--- config.mk ---
export PLATFORM = sky130hd
export DESIGN_NAME = variable_partition_allocator_flat
export DESIGN_NICKNAME = d
export VERILOG_FILES = /design/src/hw/rtl/vpa_pkg.sv /design/src/hw/rtl/vpa_if.sv /design/src/hw/rtl/vpa_ctrl.sv /design/src/hw/rtl/vpa_dp.sv /design/src/hw/rtl/variable_partition_allocator.sv /design/src/flat_wrapper.sv
export SDC_FILE = /design/constraint.sdc
export NUM_CORES = 2
export LEC_CHECK = 0
export ABC_AREA = 0
export BUFFER_PORTS_ARGS = -buffer_cell sky130_fd_sc_hd__buf_2
export CORE_MARGIN = 1.5
export CORE_UTILIZATION = 50
export DETAILED_ROUTE_END_ITERATION = 12
export PLACE_DENSITY = 0.68
export SLEW_MARGIN = 20
export SYNTH_ARGS = -nofsm -noshare
export SYNTH_HDL_FRONTEND = slang
export SYNTH_SLANG_ARGS = --single-unit
--- constraint.sdc ---
create_clock -name clk_i -period 6.61 [get_ports clk_i]
set_input_delay 1.322 -clock clk_i [delete_from_list [all_inputs] [get_ports clk_i]]
set_output_delay 1.322 -clock clk_i [all_outputs]
set_load 0.02 [all_outputs]
--- src/hw/rtl/vpa_pkg.sv ---
// shared types and constants of the partition allocator
package vpa_pkg;
  localparam int unsigned TableDepth = 16;
  localparam int unsigned AddrBits   = 16;
  localparam int unsigned IdxW       = $clog2(TableDepth);
  localparam int unsigned CntW       = $clog2(TableDepth + 1);
  localparam logic [AddrBits-1:0] AMask = '1;

  localparam logic       KindAlloc   = 1'b0;
  localparam logic       KindRelease = 1'b1;
  localparam logic [1:0] StatOk      = 2'd0;
  localparam logic [1:0] StatNoFit   = 2'd1;
  localparam logic [1:0] StatFull    = 2'd2;
  localparam logic       ModeNext    = 1'b0;
  localparam logic       ModeBest    = 1'b1;
  localparam logic [1:0] RegMinSplit = 2'd0;
  localparam logic [1:0] RegFitMode  = 2'd1;

  typedef struct packed {
    logic                kind;
    logic [15:0]         request_size;
    logic [15:0]         release_address;
  } req_t;

  typedef struct packed {
    logic [1:0]  status;
    logic [15:0] grant_address;
    logic [15:0] granted_size;
    logic [4:0]  free_entries;
  } rsp_t;

  // controller to datapath
  typedef struct packed {
    logic load;       // capture request, clear scan state
    logic scan;       // examine entry at scan index
    logic scan_rst;   // asserted together with load; unused by the datapath
    logic decide;     // evaluate scan outcome, set up action
    logic shift;      // one shift step
    logic finish;     // write final entry, form result
  } cmd_t;

  // datapath to controller
  typedef struct packed {
    logic scan_last;
    logic shift_done;
    logic need_shift;
  } sts_t;
endpackage

--- src/hw/rtl/vpa_if.sv ---
// valid/ready channel carrying one payload
interface vpa_if #(parameter type payload_t = logic) (input logic clk_i);
  logic     valid;
  logic     ready;
  payload_t data;
  modport source (output valid, output data, input ready);
  modport sink (input valid, input data, output ready);
endinterface

--- src/hw/rtl/vpa_ctrl.sv ---
// sequencer: scan, decide, shift, finish
module vpa_ctrl import vpa_pkg::*; (
  input  logic clk_i,
  input  logic rst_ni,
  input  logic in_valid_i,
  output logic in_ready_o,
  output logic out_valid_o,
  input  logic out_ready_i,
  input  sts_t sts_i,
  output cmd_t cmd_o
);
  typedef enum logic [2:0] {StIdle, StScan, StDecide, StShift, StFinish, StOut} state_e;
  state_e state_q;

  assign in_ready_o  = (state_q == StIdle);
  assign out_valid_o = (state_q == StOut);

  always_comb begin
    cmd_o = '0;
    cmd_o.load     = (state_q == StIdle) && in_valid_i;
    cmd_o.scan     = (state_q == StScan);
    cmd_o.decide   = (state_q == StDecide);
    // the action is only known once decide has been registered
    cmd_o.shift    = (state_q == StShift) && sts_i.need_shift;
    cmd_o.finish   = (state_q == StFinish);
    cmd_o.scan_rst = cmd_o.load;
  end

  always_ff @(posedge clk_i or negedge rst_ni) begin
    if (!rst_ni) begin
      state_q <= StIdle;
    end else begin
      case (state_q)
        StIdle:   if (in_valid_i) state_q <= StScan;
        StScan:   if (sts_i.scan_last) state_q <= StDecide;
        StDecide: state_q <= StShift;
        StShift:  if (!sts_i.need_shift || sts_i.shift_done) state_q <= StFinish;
        StFinish: state_q <= StOut;
        StOut:    if (out_ready_i) state_q <= StIdle;
        default:  state_q <= StIdle;
      endcase
    end
  end
endmodule

--- src/hw/rtl/vpa_dp.sv ---
// datapath: free table, scan compare, shift and merge
module vpa_dp import vpa_pkg::*; (
  input  logic        clk_i,
  input  logic        rst_ni,
  input  cmd_t        cmd_i,
  output sts_t        sts_o,
  input  req_t        req_i,
  input  logic [15:0] min_split_i,
  input  logic        fit_mode_i,
  output rsp_t        rsp_o
);
  logic [AddrBits-1:0] start_q [TableDepth];
  logic [AddrBits-1:0] len_q   [TableDepth];
  logic [CntW-1:0] count_q;
  logic [IdxW-1:0] rover_q;
  req_t            req_q;
  logic [CntW-1:0] scan_q;     // scan step count
  logic [IdxW-1:0] pos_q;      // physical index under scan
  logic            found_q, below_v_q, above_v_q, pos_v_q;
  logic [IdxW-1:0] hit_q, below_q, above_q, ins_q;
  // action
  typedef enum logic [2:0] {
    ActNone, ActCarve, ActRemove, ActMergeBoth, ActBelow, ActAbove, ActInsert
  } act_e;
  act_e            act_q;
  logic [IdxW-1:0] tgt_q;      // entry written on finish
  logic [IdxW-1:0] del_q;      // entry removed or inserted
  logic [CntW-1:0] sh_q;       // shift cursor
  logic [AddrBits-1:0] wst_q, wln_q;
  logic [1:0]      status_q;
  logic [15:0]     gaddr_q, gsize_q;
  rsp_t            rsp_q;

  logic [AddrBits-1:0] size, raddr;
  logic [AddrBits-1:0] cur_st, cur_ln;
  logic [AddrBits:0]   cur_end, rel_end;
  logic [IdxW-1:0]     first;
  logic [CntW-1:0]     pos_nx;
  logic                fits;

  assign size    = req_q.request_size[AddrBits-1:0];
  assign raddr   = req_q.release_address[AddrBits-1:0];
  assign cur_st  = start_q[pos_q];
  assign cur_ln  = len_q[pos_q];
  assign cur_end = {1'b0, cur_st} + {1'b0, cur_ln};
  assign rel_end = {1'b0, raddr} + {1'b0, size};
  assign fits    = (cur_ln >= size);
  assign first   = ({1'b0, rover_q} < count_q) ? rover_q : '0;
  assign pos_nx  = {1'b0, pos_q} + 1'b1;

  assign sts_o.scan_last  = (scan_q + 1'b1 >= count_q);
  assign sts_o.need_shift = (act_q == ActRemove) || (act_q == ActMergeBoth) ||
                            (act_q == ActInsert);
  assign sts_o.shift_done = (act_q == ActInsert) ? (sh_q <= {1'b0, del_q})
                                                 : (sh_q + 1'b1 >= count_q);
  assign rsp_o = rsp_q;

  // decide-stage sums
  logic [AddrBits+1:0] sum_both;
  logic [AddrBits:0]   sum_below, sum_above;
  logic [AddrBits-1:0] rem;
  assign sum_both  = {2'b0, len_q[below_q]} + {2'b0, size} + {2'b0, len_q[above_q]};
  assign sum_below = {1'b0, len_q[below_q]} + {1'b0, size};
  assign sum_above = {1'b0, len_q[above_q]} + {1'b0, size};
  assign rem       = len_q[hit_q] - size;

  always_ff @(posedge clk_i) begin
    if (cmd_i.load) req_q <= req_i;
    if (cmd_i.shift) begin
      if (act_q == ActInsert) begin
        if (sh_q > {1'b0, del_q}) begin
          start_q[sh_q[IdxW-1:0]] <= start_q[sh_q[IdxW-1:0] - 1'b1];
          len_q[sh_q[IdxW-1:0]]   <= len_q[sh_q[IdxW-1:0] - 1'b1];
        end
      end else if (sh_q + 1'b1 < count_q) begin
        start_q[sh_q[IdxW-1:0]] <= start_q[sh_q[IdxW-1:0] + 1'b1];
        len_q[sh_q[IdxW-1:0]]   <= len_q[sh_q[IdxW-1:0] + 1'b1];
      end
    end
    if (cmd_i.finish && (act_q != ActNone) && (act_q != ActRemove)) begin
      start_q[tgt_q] <= wst_q;
      len_q[tgt_q]   <= wln_q;
    end
  end

  always_ff @(posedge clk_i or negedge rst_ni) begin
    if (!rst_ni) begin
      count_q <= '0; rover_q <= '0; scan_q <= '0; pos_q <= '0;
      found_q <= 1'b0; below_v_q <= 1'b0; above_v_q <= 1'b0; pos_v_q <= 1'b0;
      hit_q <= '0; below_q <= '0; above_q <= '0; ins_q <= '0;
      act_q <= ActNone; tgt_q <= '0; del_q <= '0; sh_q <= '0;
      wst_q <= '0; wln_q <= '0; status_q <= StatOk; gaddr_q <= '0; gsize_q <= '0;
      rsp_q <= '0;
    end else begin
      if (cmd_i.load) begin
        scan_q <= '0;
        pos_q  <= (req_i.kind == KindAlloc && fit_mode_i == ModeNext) ? first : '0;
        found_q <= 1'b0; below_v_q <= 1'b0; above_v_q <= 1'b0; pos_v_q <= 1'b0;
      end
      if (cmd_i.scan && count_q != '0) begin
        scan_q <= scan_q + 1'b1;
        pos_q  <= (pos_nx >= count_q) ? '0 : pos_nx[IdxW-1:0];
        if (req_q.kind == KindAlloc) begin
          if (fit_mode_i == ModeBest) begin
            if (fits && (!found_q || cur_ln < len_q[hit_q])) begin
              found_q <= 1'b1; hit_q <= pos_q;
            end
          end else if (fits && !found_q) begin
            found_q <= 1'b1; hit_q <= pos_q;
          end
        end else begin
          if (!below_v_q && cur_end == {1'b0, raddr}) begin
            below_v_q <= 1'b1; below_q <= pos_q;
          end
          if (!above_v_q && {1'b0, cur_st} == rel_end) begin
            above_v_q <= 1'b1; above_q <= pos_q;
          end
          if (!pos_v_q && cur_st > raddr) begin
            pos_v_q <= 1'b1; ins_q <= pos_q;
          end
        end
      end
      if (cmd_i.decide) begin
        act_q <= ActNone; status_q <= StatOk; gaddr_q <= '0; gsize_q <= '0;
        if (req_q.kind == KindAlloc) begin
          if (size == '0 || count_q == '0 || !found_q) begin
            status_q <= StatNoFit;
          end else begin
            gaddr_q <= start_q[hit_q];
            if (fit_mode_i == ModeNext) rover_q <= hit_q;
            if (rem > min_split_i[AddrBits-1:0]) begin
              act_q <= ActCarve; tgt_q <= hit_q;
              wst_q <= start_q[hit_q] + size; wln_q <= rem; gsize_q <= size;
            end else begin
              act_q <= ActRemove; del_q <= hit_q; sh_q <= {1'b0, hit_q};
              gsize_q <= len_q[hit_q];
            end
          end
        end else if (size != '0) begin
          if (below_v_q && above_v_q && !sum_both[AddrBits+1] && !sum_both[AddrBits]) begin
            act_q <= ActMergeBoth; tgt_q <= below_q; del_q <= above_q;
            sh_q <= {1'b0, above_q};
            wst_q <= start_q[below_q]; wln_q <= sum_both[AddrBits-1:0];
          end else if (below_v_q && !sum_below[AddrBits]) begin
            act_q <= ActBelow; tgt_q <= below_q;
            wst_q <= start_q[below_q]; wln_q <= sum_below[AddrBits-1:0];
          end else if (above_v_q && !sum_above[AddrBits]) begin
            act_q <= ActAbove; tgt_q <= above_q;
            wst_q <= raddr; wln_q <= sum_above[AddrBits-1:0];
          end else if (count_q >= CntW'(TableDepth)) begin
            status_q <= StatFull;
          end else begin
            act_q <= ActInsert;
            del_q <= pos_v_q ? ins_q : count_q[IdxW-1:0];
            tgt_q <= pos_v_q ? ins_q : count_q[IdxW-1:0];
            sh_q  <= count_q;
            wst_q <= raddr; wln_q <= size;
          end
        end
      end
      if (cmd_i.shift && !sts_o.shift_done) begin
        sh_q <= (act_q == ActInsert) ? sh_q - 1'b1 : sh_q + 1'b1;
      end
      if (cmd_i.shift && sts_o.shift_done) begin
        if (act_q == ActInsert) begin
          // rover keeps naming the same entry
          logic [CntW-1:0] rv, cnt;
          rv  = {1'b0, rover_q};
          cnt = count_q + 1'b1;
          if (count_q != '0 && del_q <= rover_q) rv = rv + 1'b1;
          if (rv >= cnt) rv = '0;
          rover_q <= rv[IdxW-1:0];
          count_q <= cnt;
        end else begin
          logic [CntW-1:0] rv, cnt;
          rv  = {1'b0, rover_q};
          cnt = count_q - 1'b1;
          if (rover_q > del_q) rv = rv - 1'b1;
          if (rv >= cnt) rv = '0;
          rover_q <= rv[IdxW-1:0];
          count_q <= cnt;
          // merged entry below the removed one keeps its index
          if (act_q == ActMergeBoth && tgt_q > del_q) tgt_q <= tgt_q - 1'b1;
        end
      end
      if (cmd_i.finish) begin
        rsp_q.status        <= status_q;
        rsp_q.grant_address <= gaddr_q;
        rsp_q.granted_size  <= gsize_q;
        rsp_q.free_entries  <= 5'(count_q);
      end
    end
  end
endmodule

--- src/hw/rtl/variable_partition_allocator.sv ---
// from request beat to result valid a request passes through scan, decide, shift and finish
// one request at a time: a new request beat is taken only after the previous result is taken
// the scan visits one entry per cycle; inserts and removals shift one entry per cycle
// reset: empty free table, rover 0, min_split 0, next-fit mode; no clearing pass
// the result is held in an output register until taken
module variable_partition_allocator import vpa_pkg::*; (
  input  logic        clk_i,
  input  logic        rst_ni,
  vpa_if.sink         req_if,
  vpa_if.source       rsp_if,
  input  logic        psel,
  input  logic        penable,
  input  logic        pwrite,
  input  logic [2:0]  paddr,
  input  logic [31:0] pwdata,
  output logic [31:0] prdata,
  output logic        pready
);
  logic [15:0] min_split_q;
  logic        fit_mode_q;
  cmd_t        cmd;
  sts_t        sts;
  logic        wr;

  assign pready = 1'b1;
  assign wr = psel && penable && pwrite;

  always_ff @(posedge clk_i or negedge rst_ni) begin
    if (!rst_ni) begin
      min_split_q <= '0;
      fit_mode_q  <= ModeNext;
    end else if (wr) begin
      if (paddr[2] == RegMinSplit[0]) min_split_q <= pwdata[15:0];
      if (paddr[2] == RegFitMode[0])  fit_mode_q  <= pwdata[0];
    end
  end

  always_comb begin
    prdata = '0;
    case (paddr[2])
      RegMinSplit[0]: prdata = {16'd0, min_split_q};
      RegFitMode[0]:  prdata = {31'd0, fit_mode_q};
      default:        prdata = '0;
    endcase
  end

  vpa_ctrl u_ctrl (
    .clk_i, .rst_ni,
    .in_valid_i (req_if.valid), .in_ready_o (req_if.ready),
    .out_valid_o(rsp_if.valid), .out_ready_i(rsp_if.ready),
    .sts_i(sts), .cmd_o(cmd)
  );

  vpa_dp u_dp (
    .clk_i, .rst_ni, .cmd_i(cmd), .sts_o(sts), .req_i(req_if.data),
    .min_split_i(min_split_q), .fit_mode_i(fit_mode_q), .rsp_o(rsp_if.data)
  );
endmodule

--- src/flat_wrapper.sv ---
// flat-port wrapper written by rule: the top's interface ports become plain ports
module variable_partition_allocator_flat import vpa_pkg::*;
  (clk_i, rst_ni, psel, penable, pwrite, paddr, pwdata, prdata, pready, req_if_valid, req_if_data, req_if_ready, rsp_if_valid, rsp_if_data, rsp_if_ready);
  vpa_if #(.payload_t(req_t)) req_if_i (.clk_i(clk_i));
  vpa_if #(.payload_t(rsp_t)) rsp_if_i (.clk_i(clk_i));
  input  logic clk_i;
  input  logic rst_ni;
  input  logic psel;
  input  logic penable;
  input  logic pwrite;
  input  logic [2:0] paddr;
  input  logic [31:0] pwdata;
  output logic [31:0] prdata;
  output logic pready;
  input wire logic [$bits(req_if_i.valid)-1:0] req_if_valid;
  input wire logic [$bits(req_if_i.data)-1:0] req_if_data;
  output wire logic [$bits(req_if_i.ready)-1:0] req_if_ready;
  output wire logic [$bits(rsp_if_i.valid)-1:0] rsp_if_valid;
  output wire logic [$bits(rsp_if_i.data)-1:0] rsp_if_data;
  input wire logic [$bits(rsp_if_i.ready)-1:0] rsp_if_ready;
  assign req_if_i.valid = req_if_valid;
  assign req_if_i.data = req_if_data;
  assign req_if_ready = req_if_i.ready;
  assign rsp_if_valid = rsp_if_i.valid;
  assign rsp_if_data = rsp_if_i.data;
  assign rsp_if_i.ready = rsp_if_ready;
  variable_partition_allocator u_core (.clk_i(clk_i), .rst_ni(rst_ni), .req_if(req_if_i), .rsp_if(rsp_if_i), .psel(psel), .penable(penable), .pwrite(pwrite), .paddr(paddr), .pwdata(pwdata), .prdata(prdata), .pready(pready));
endmodule
# After elaboration in Yosys (flattened, before gate mapping)
# Memories as Yosys holds them, arrays and structs flattened.
# Cells that the tools add are included.
[word_totals]
register_bits = 212
mem_bits_rw = 512
output_inout_bits = 74
word_cells = 305
memories = 2
[op_classes]
addsub = 19
n_lt_le_gt_ge = 17
eq_ne = 32
n_mux = 136
bitwise_logic = 6
n_reduce_logical = 62
[memory_table]
columns = ["name", "words", "width", "rd", "rd_clocked_by_memory_dff", "wr", "line_no", "rtl"]
rows = [
  ["u_core.u_dp.len_q", 16, 16, 6, 0, 1, "vpa_dp.sv:13", "logic [AddrBits-1:0] len_q [TableDepth];"],
  ["u_core.u_dp.start_q", 16, 16, 5, 0, 1, "vpa_dp.sv:12", "logic [AddrBits-1:0] start_q [TableDepth];"],
]
[ops]
columns = ["cell", "count"]
rows = [
  ["16-bit 2-to-1 mux", 25],
  ["4-bit 2-to-1 mux", 39],
  ["5-bit 2-to-1 mux", 20],
  ["16-bit by 16-bit adder with 17-bit output", 5],
  ["32-bit one-hot mux with 2 select lines", 1],
  ["16-bit greater-than comparator", 2],
  ["1-bit 2-to-1 mux", 32],
  ["16-bit OR reduction", 2],
  ["3-bit 2-to-1 mux", 10],
  ["5-bit >= comparator", 5],
  ["1-bit logical AND", 22],
  ["17-bit by 16-bit adder with 18-bit output", 1],
  ["3-bit one-hot mux with 6 select lines", 1],
  ["16-bit by 17-bit == test with 1-bit output", 1],
  ["17-bit by 16-bit == test with 1-bit output", 1],
  ["16-bit adder", 1],
  ["16-bit >= comparator", 1],
  ["16-bit zero test", 1],
  ["16-bit less-than comparator", 1],
  ["2-bit 2-to-1 mux", 8],
  ["16-bit nonzero test", 1],
  ["16-bit subtractor", 1],
  ["5-bit by 1-bit adder with 5-bit output, second input constant", 3],
  ["7-bit AND reduction", 2],
  ["35 further kinds", 86],
]

# Longest topological paths before layout
# An unclocked memory read counts as a cell.
[logic_depth]
word_depth = 13
depth_mapped = 25
ltp_nobuf = 24

# By module
# Synthesis repeated with hierarchy kept, for this count alone.
[unflattened]
hier_cells = 4356
area_unflattened_um2 = 61580.3
[modules_own_cells]
columns = ["module", "n_inst", "cells_per_inst", "area_each_um2", "seq_area_each_um2"]
rows = [
  ["vpa_dp", 1, 4254, 60384.2, 20344.5],
  ["variable_partition_allocator", 1, 73, 945.9, 425.4],
  ["vpa_ctrl", 1, 29, 250.2, 75.1],
]

# Worst setup path after synthesis
# No wires, ideal clock.
[synth_timing]
path_kind = "register to register"
start = "reg u_core.u_dp.hit_q[0]"
end = "reg u_core.u_dp.wst_q[1]"
arrival_ns = 6.460
required_ns = 6.489
slack_ns = 0.029
path_stages_with_launch = 25
path_buffers = 4
synth_period_minus_slack_ns = 6.581
path_cell_list = "dfrtp_1 > clkbuf_1 > clkbuf_1 > buf_1 > mux4_2 > mux4_2 > fa_1 > a21o_1 > a21oi_1 > nor2b_1 > nor4_1 > o31ai_1 > o41ai_1 > o21ai_0 > xor2_1 > ha_1 > nand4_1 > nor4_1 > a21oi_1 > a21oi_1 > o21ai_0 > nand2_1 > clkbuf_1 > a21oi_1 > a22o_1"
[synth_via]
elab_chain_len = 5
[synth_rtl]
columns = ["item", "line_no", "rtl"]
rows = [
  ["start: declaration", "vpa_dp.sv:20", "logic [IdxW-1:0] hit_q, below_q, above_q, ins_q;"],
  ["start signal: assignment", "vpa_dp.sv:90", "hit_q <= '0; below_q <= '0; above_q <= '0; ins_q <= '0;"],
  ["start signal: assignment", "vpa_dp.sv:106", "found_q <= 1'b1; hit_q <= pos_q;"],
  ["start signal: assignment", "vpa_dp.sv:109", "found_q <= 1'b1; hit_q <= pos_q;"],
  ["memory 16 x 16 bit (on tied branches)", "-", ""],
  ["16-bit subtractor / 16-bit adder (equally long branches)", "vpa_dp.sv:65, vpa_dp.sv:133", ""],
  ["16-bit greater-than comparator / 16-bit 2-to-1 mux (equally long branches)", "vpa_dp.sv:131", "if (rem > min_split_i[AddrBits-1:0]) begin"],
  ["2-bit nonzero test (no line) / 16-bit 2-to-1 mux (equally long branches)", "-", ""],
  ["5-bit AND reduction (no line) / 16-bit 2-to-1 mux (equally long branches)", "-", ""],
  ["end signal: assignment", "vpa_dp.sv:133", "wst_q <= start_q[hit_q] + size; wln_q <= rem; gsize_q <= size;"],
  ["end signal: assignment", "vpa_dp.sv:143", "wst_q <= start_q[below_q]; wln_q <= sum_both[AddrBits-1:0];"],
  ["end signal: assignment", "vpa_dp.sv:146", "wst_q <= start_q[below_q]; wln_q <= sum_below[AddrBits-1:0];"],
  ["end: declaration", "vpa_dp.sv:29", "logic [AddrBits-1:0] wst_q, wln_q;"],
]
# Parallel ways exist; a longest one is shown, timed or not. The select of a mux whose other input is x is not followed.
# A chain may end at the register's enable or synchronous reset.

# Worst setup path after layout
[layout_timing]
start = "reg u_core.u_dp.hit_q[0]"
end = "reg u_core.u_dp.tgt_q[3]"
[layout_via]
elab_chain_len = 10
[layout_rtl]
columns = ["item", "line_no", "rtl"]
rows = [
  ["memory 16 x 16 bit (*)", "-", ""],
  ["16-bit subtractor (*)", "vpa_dp.sv:65", "assign rem = len_q[hit_q] - size;"],
  ["16-bit greater-than comparator (*)", "vpa_dp.sv:131", ""],
  ["4-bit 2-to-1 mux (*)", "vpa_dp.sv:131", ""],
  ["4-bit 2-to-1 mux (*)", "vpa_dp.sv:126", "if (size == '0 || count_q == '0 || !found_q) begin"],
  ["4-bit 2-to-1 mux (*)", "vpa_dp.sv:125", "if (req_q.kind == KindAlloc) begin"],
  ["4-bit 2-to-1 mux (*)", "vpa_dp.sv:123", "if (cmd_i.decide) begin"],
  ["4-bit 2-to-1 mux", "vpa_dp.sv:183", "if (act_q == ActMergeBoth && tgt_q > del_q) tgt_q <= tgt_q - 1'b1;"],
  ["4-bit 2-to-1 mux", "vpa_dp.sv:165", "if (act_q == ActInsert) begin"],
  ["4-bit 2-to-1 mux (*)", "vpa_dp.sv:164", "if (cmd_i.shift && sts_o.shift_done) begin"],
  ["end signal: assignment", "vpa_dp.sv:132", "act_q <= ActCarve; tgt_q <= hit_q;"],
  ["end signal: assignment", "vpa_dp.sv:141", "act_q <= ActMergeBoth; tgt_q <= below_q; del_q <= above_q;"],
  ["end signal: assignment", "vpa_dp.sv:183", ""],
  ["end: declaration", "vpa_dp.sv:26", "logic [IdxW-1:0] tgt_q;"],
]
# Mark *: on every way between the ends. The rest lies on a longest branch, timed or not.

==> flow_summary.json <==
{
  "synthDistinctLibCells": 78,
  "register_area_mm2": 0.0209,
  "rows": 121,
  "most-common-layout-cells": "mux4_2 (870), edfxtp_1 (545), ha_1 (221)",
  "fin_crit_ps": 6270,
  "status": "completed",
  "h-tree-depth": 3,
  "via_per_inst": 7.45,
  "antenna_found_initial": 8,
  "drc": 0,
  "finClkSkew_ps": 24.0,
  "hold_path_class": "reg2reg",
  "dieArea_mm2": 0.111,
  "seqPwrFrac": 0.250,
  "synth_top_area_share": 0.358,
  "fmax_ghz": 0.160,
  "critPathCaptureType": "flop",
  "dp_hpwl_mm": 123,
  "routed_wl_mm": 183,
  "worstPathRequired_ps": 7140,
  "fill_cells": 8459,
  "internal-power_mw": 18.2,
  "p_leak_nw": 21.0,
  "clockPowerShare": 0.140,
  "drive_gt1_frac": 0.358,
  "multi_input_area_mm2": 0.0324,
  "cts_tree": "built",
  "syn2layout_area_growth_pct": 10.0,
  "grt_max_degree": 130,
  "numCtsBuffers": 79,
  "yosysWarnings": 0,
  "dieWidth_um": 334,
  "cts_max_path_buffers": 3,
  "netSwitchingPower_mw": 14.3,
  "setup_viol": 0,
  "layout_commonest_cell": "mux4_2",
  "synth.area.top_cells": "mux4_2 (36%), edfxtp_1 (30%), dfrtp_1 (8.2%)",
  "combPwrFrac": 0.610,
  "rsz0062_at_grt": "false",
  "overflow": 0,
  "cts-root-buf": "clkbuf_16",
  "core_area_mm2": 0.109,
  "final_nets": 4125,
  "clock-sinks": 724,
  "die_height_um": 334,
  "clk_pin_slew_worst_paths_ps": 70,
  "hold_viol_final": 0,
  "maxCapViolations": 0,
  "yosysSeqAreaShare": 0.381,
  "slew_headroom": 0.292,
  "drt_iter0_markers": 5404,
  "switching_share": 0.440,
  "avgSynthCellArea_um2": 14.6,
  "critPathLaunchType": "flop",
  "yosysTopAreaCell": "mux4_2",
  "pin_count": 149,
  "period_share": 0.948,
  "ys_ff_latch": 724,
  "grt_pass1_wl_mm": 266,
  "initial_utilization": 0.503,
  "via_count": 39380,
  "crit_fanout": 34,
  "groute.usage.overall": 0.329,
  "avgRoutedWirePerCell_um": 34.6,
  "drtAntennaViolNets": 0,
  "syn_area_mm2": 0.0547,
  "worst_slew_pin_slew_ps": 1050,
  "grt_pass1_vias": 38177,
  "firstDrtPassIters": 6,
  "synth_edf_count": 545,
  "place_congestion": 0.984,
  "synthCells": 3741,
  "powerDensity_mw_per_mm2": 541,
  "synth_top_flop_cell": "edfxtp_1",
  "async_reset_ff_frac": 0.247,
  "criticalPathCategory": "reg2reg",
  "peakVddDrop_uv": 514,
  "ctsHoldBuffers": 0,
  "fin_setup_tns_ps": 0,
  "clk_latency_ps": 660,
  "cp.arrival_ps": 6800,
  "maxSlewViolCount": 0,
  "hold_ws_ps": 480,
  "port_buffers": 113
}
==> power by group through the flow <==
stage	Sequential, mW	Combinational [mW]	Clock, mW
2_1_floorplan	7.74	13.9	0
3_3_place_gp	8.15	19.1	0
3_5_place_dp	8.16	19.4	0
4_1_cts	8.08	19.5	4.57
5_1_grt	8.19	21.3	4.73
6_report	8.14	19.9	4.54
==> cells by family (layout without fill, tap and decap cells) <==
group / Yosys count / after routing / share of synthesized area
other: 2 / 20 / 0.000137
and+or+nand+nor: 611 / 611 / 0.0522
muxes: 975 / 975 / 0.379
DFF: 724 / 724 / 0.381
adders and majority gates: 245 / 245 / 0.0592
buffers and inverters: 418 / 532 / 0.0314
xor gates and xnor gates: 135 / 135 / 0.0216
AOI/OAI and AO/OA: 631 / 631 / 0.0747
==> final timing paths <==
path / endpoint / slack (ps) / depth (start not counted) / startpoint
worst max-delay path: u_core.u_dp.tgt_q[3] / 340 / 25 / u_core.u_dp.hit_q[0]
worst min-delay path: u_core.u_dp.gsize_q[14] / 480 / 2 / u_core.u_dp.gsize_q[14]
worst max register to register: u_core.u_dp.tgt_q[3] / 340 / 25 / u_core.u_dp.hit_q[0]
worst min register to register: u_core.u_dp.gsize_q[14] / 480 / 2 / u_core.u_dp.gsize_q[14]
max in group asynchronous: u_core.min_split_q[6] / 4750 / 2 / rst_ni
min in group asynchronous: u_core.u_dp.rsp_o[24] / 670 / 1 / rst_ni
==> worst max-delay path: stages, from the launching register on <==
cell and delay [ps]:
dfrtp_4 550, buf_12 300, mux4_2 540, mux4_2 630, ha_1 380, o21a_1 120
o21ai_0 220, buf_4 170, nor2b_1 160, o31ai_1 120, o41ai_1 280, buf_4 180
o21bai_1 60, a21oi_1 180, xnor2_1 250, ha_1 350, nand4_1 110, nor4_1 60
a21oi_1 180, a21oi_2 100, buf_12 140, o21ai_1 250, o41a_1 230, buf_4 220
a21oi_1 90, o31a_1 240
==> synth_stat cells, types with 33 or more instances <==
library cell  instances
edfxtp_1            545
xnor2_1             100
inv_1               123
a21o_1               54
nand3_1              39
xor2_1               35
nor2_1              203
dfrtp_1             179
mux4_2              870
mux2_2               78
nor2b_1              33
o21ai_0             143
a21oi_1             163
buf_1                71
nor3_1               37
clkbuf_1            183
ha_1                222
nand2_1             175
==> metrics by stage <==
| step | instances | total power [mW] | setup slack [ps] | util | area [µm²] |
|---|---|---|---|---|---|
| 2_1_floorplan | 3756 | 21.6 | 28.7 | - | 54700 |
| 3_3_place_gp | 5136 | 27.3 | 254 | 0.529 | 57500 |
| 3_5_place_dp | 5136 | 27.6 | 188 | 0.529 | 57500 |
| 4_1_cts | 5282 | 32.2 | 153 | 0.553 | 60100 |
| 5_1_grt | 5285 | 34.2 | 8.41 | 0.553 | 60100 |
| 6_report | 5287 | 32.5 | 342 | 0.553 | 60100 |
==> timing repair <==
action | 4_1_cts | 5_1_grt
setup buffers | 0 | 1
resized for setup | 0 | 3
endpoints found under the setup margin | 0 | 43
==> cell type report <==
class,instances,share of cell area
Sequential cell,724,0.347
Tap cell,1414,0.0294
Multi-Input combinational cell,2614,0.539
Timing Repair Buffer,260,0.0329
Clock inverter,41,0.00641
Inverter,126,0.00799
Antenna cell,3,0.000125
Clock buffer,105,0.0369
==> sequential cells by signal (all words and copies together) (netlist names), 16 cells and up <==
name	cells
u_core.u_dp.raddr	16
u_core.u_dp.gaddr_q	16
u_core.min_split_q	16
u_core.u_dp.size	16
u_core.u_dp.start_q	256
u_core.u_dp.rsp_o	39
u_core.u_dp.wst_q	16
u_core.u_dp.gsize_q	16
u_core.u_dp.wln_q	16
u_core.u_dp.len_q	256
==> metal layers <==
metal  GRT usage  part of all wire  up-vias
met5           0           0.00036        -
met4       0.161             0.056       10
met3       0.124              0.15      573
met2       0.496              0.45     3117
met1       0.421              0.34    19975
li1            -                 -    15705
(Power assumes the default switching activity.)
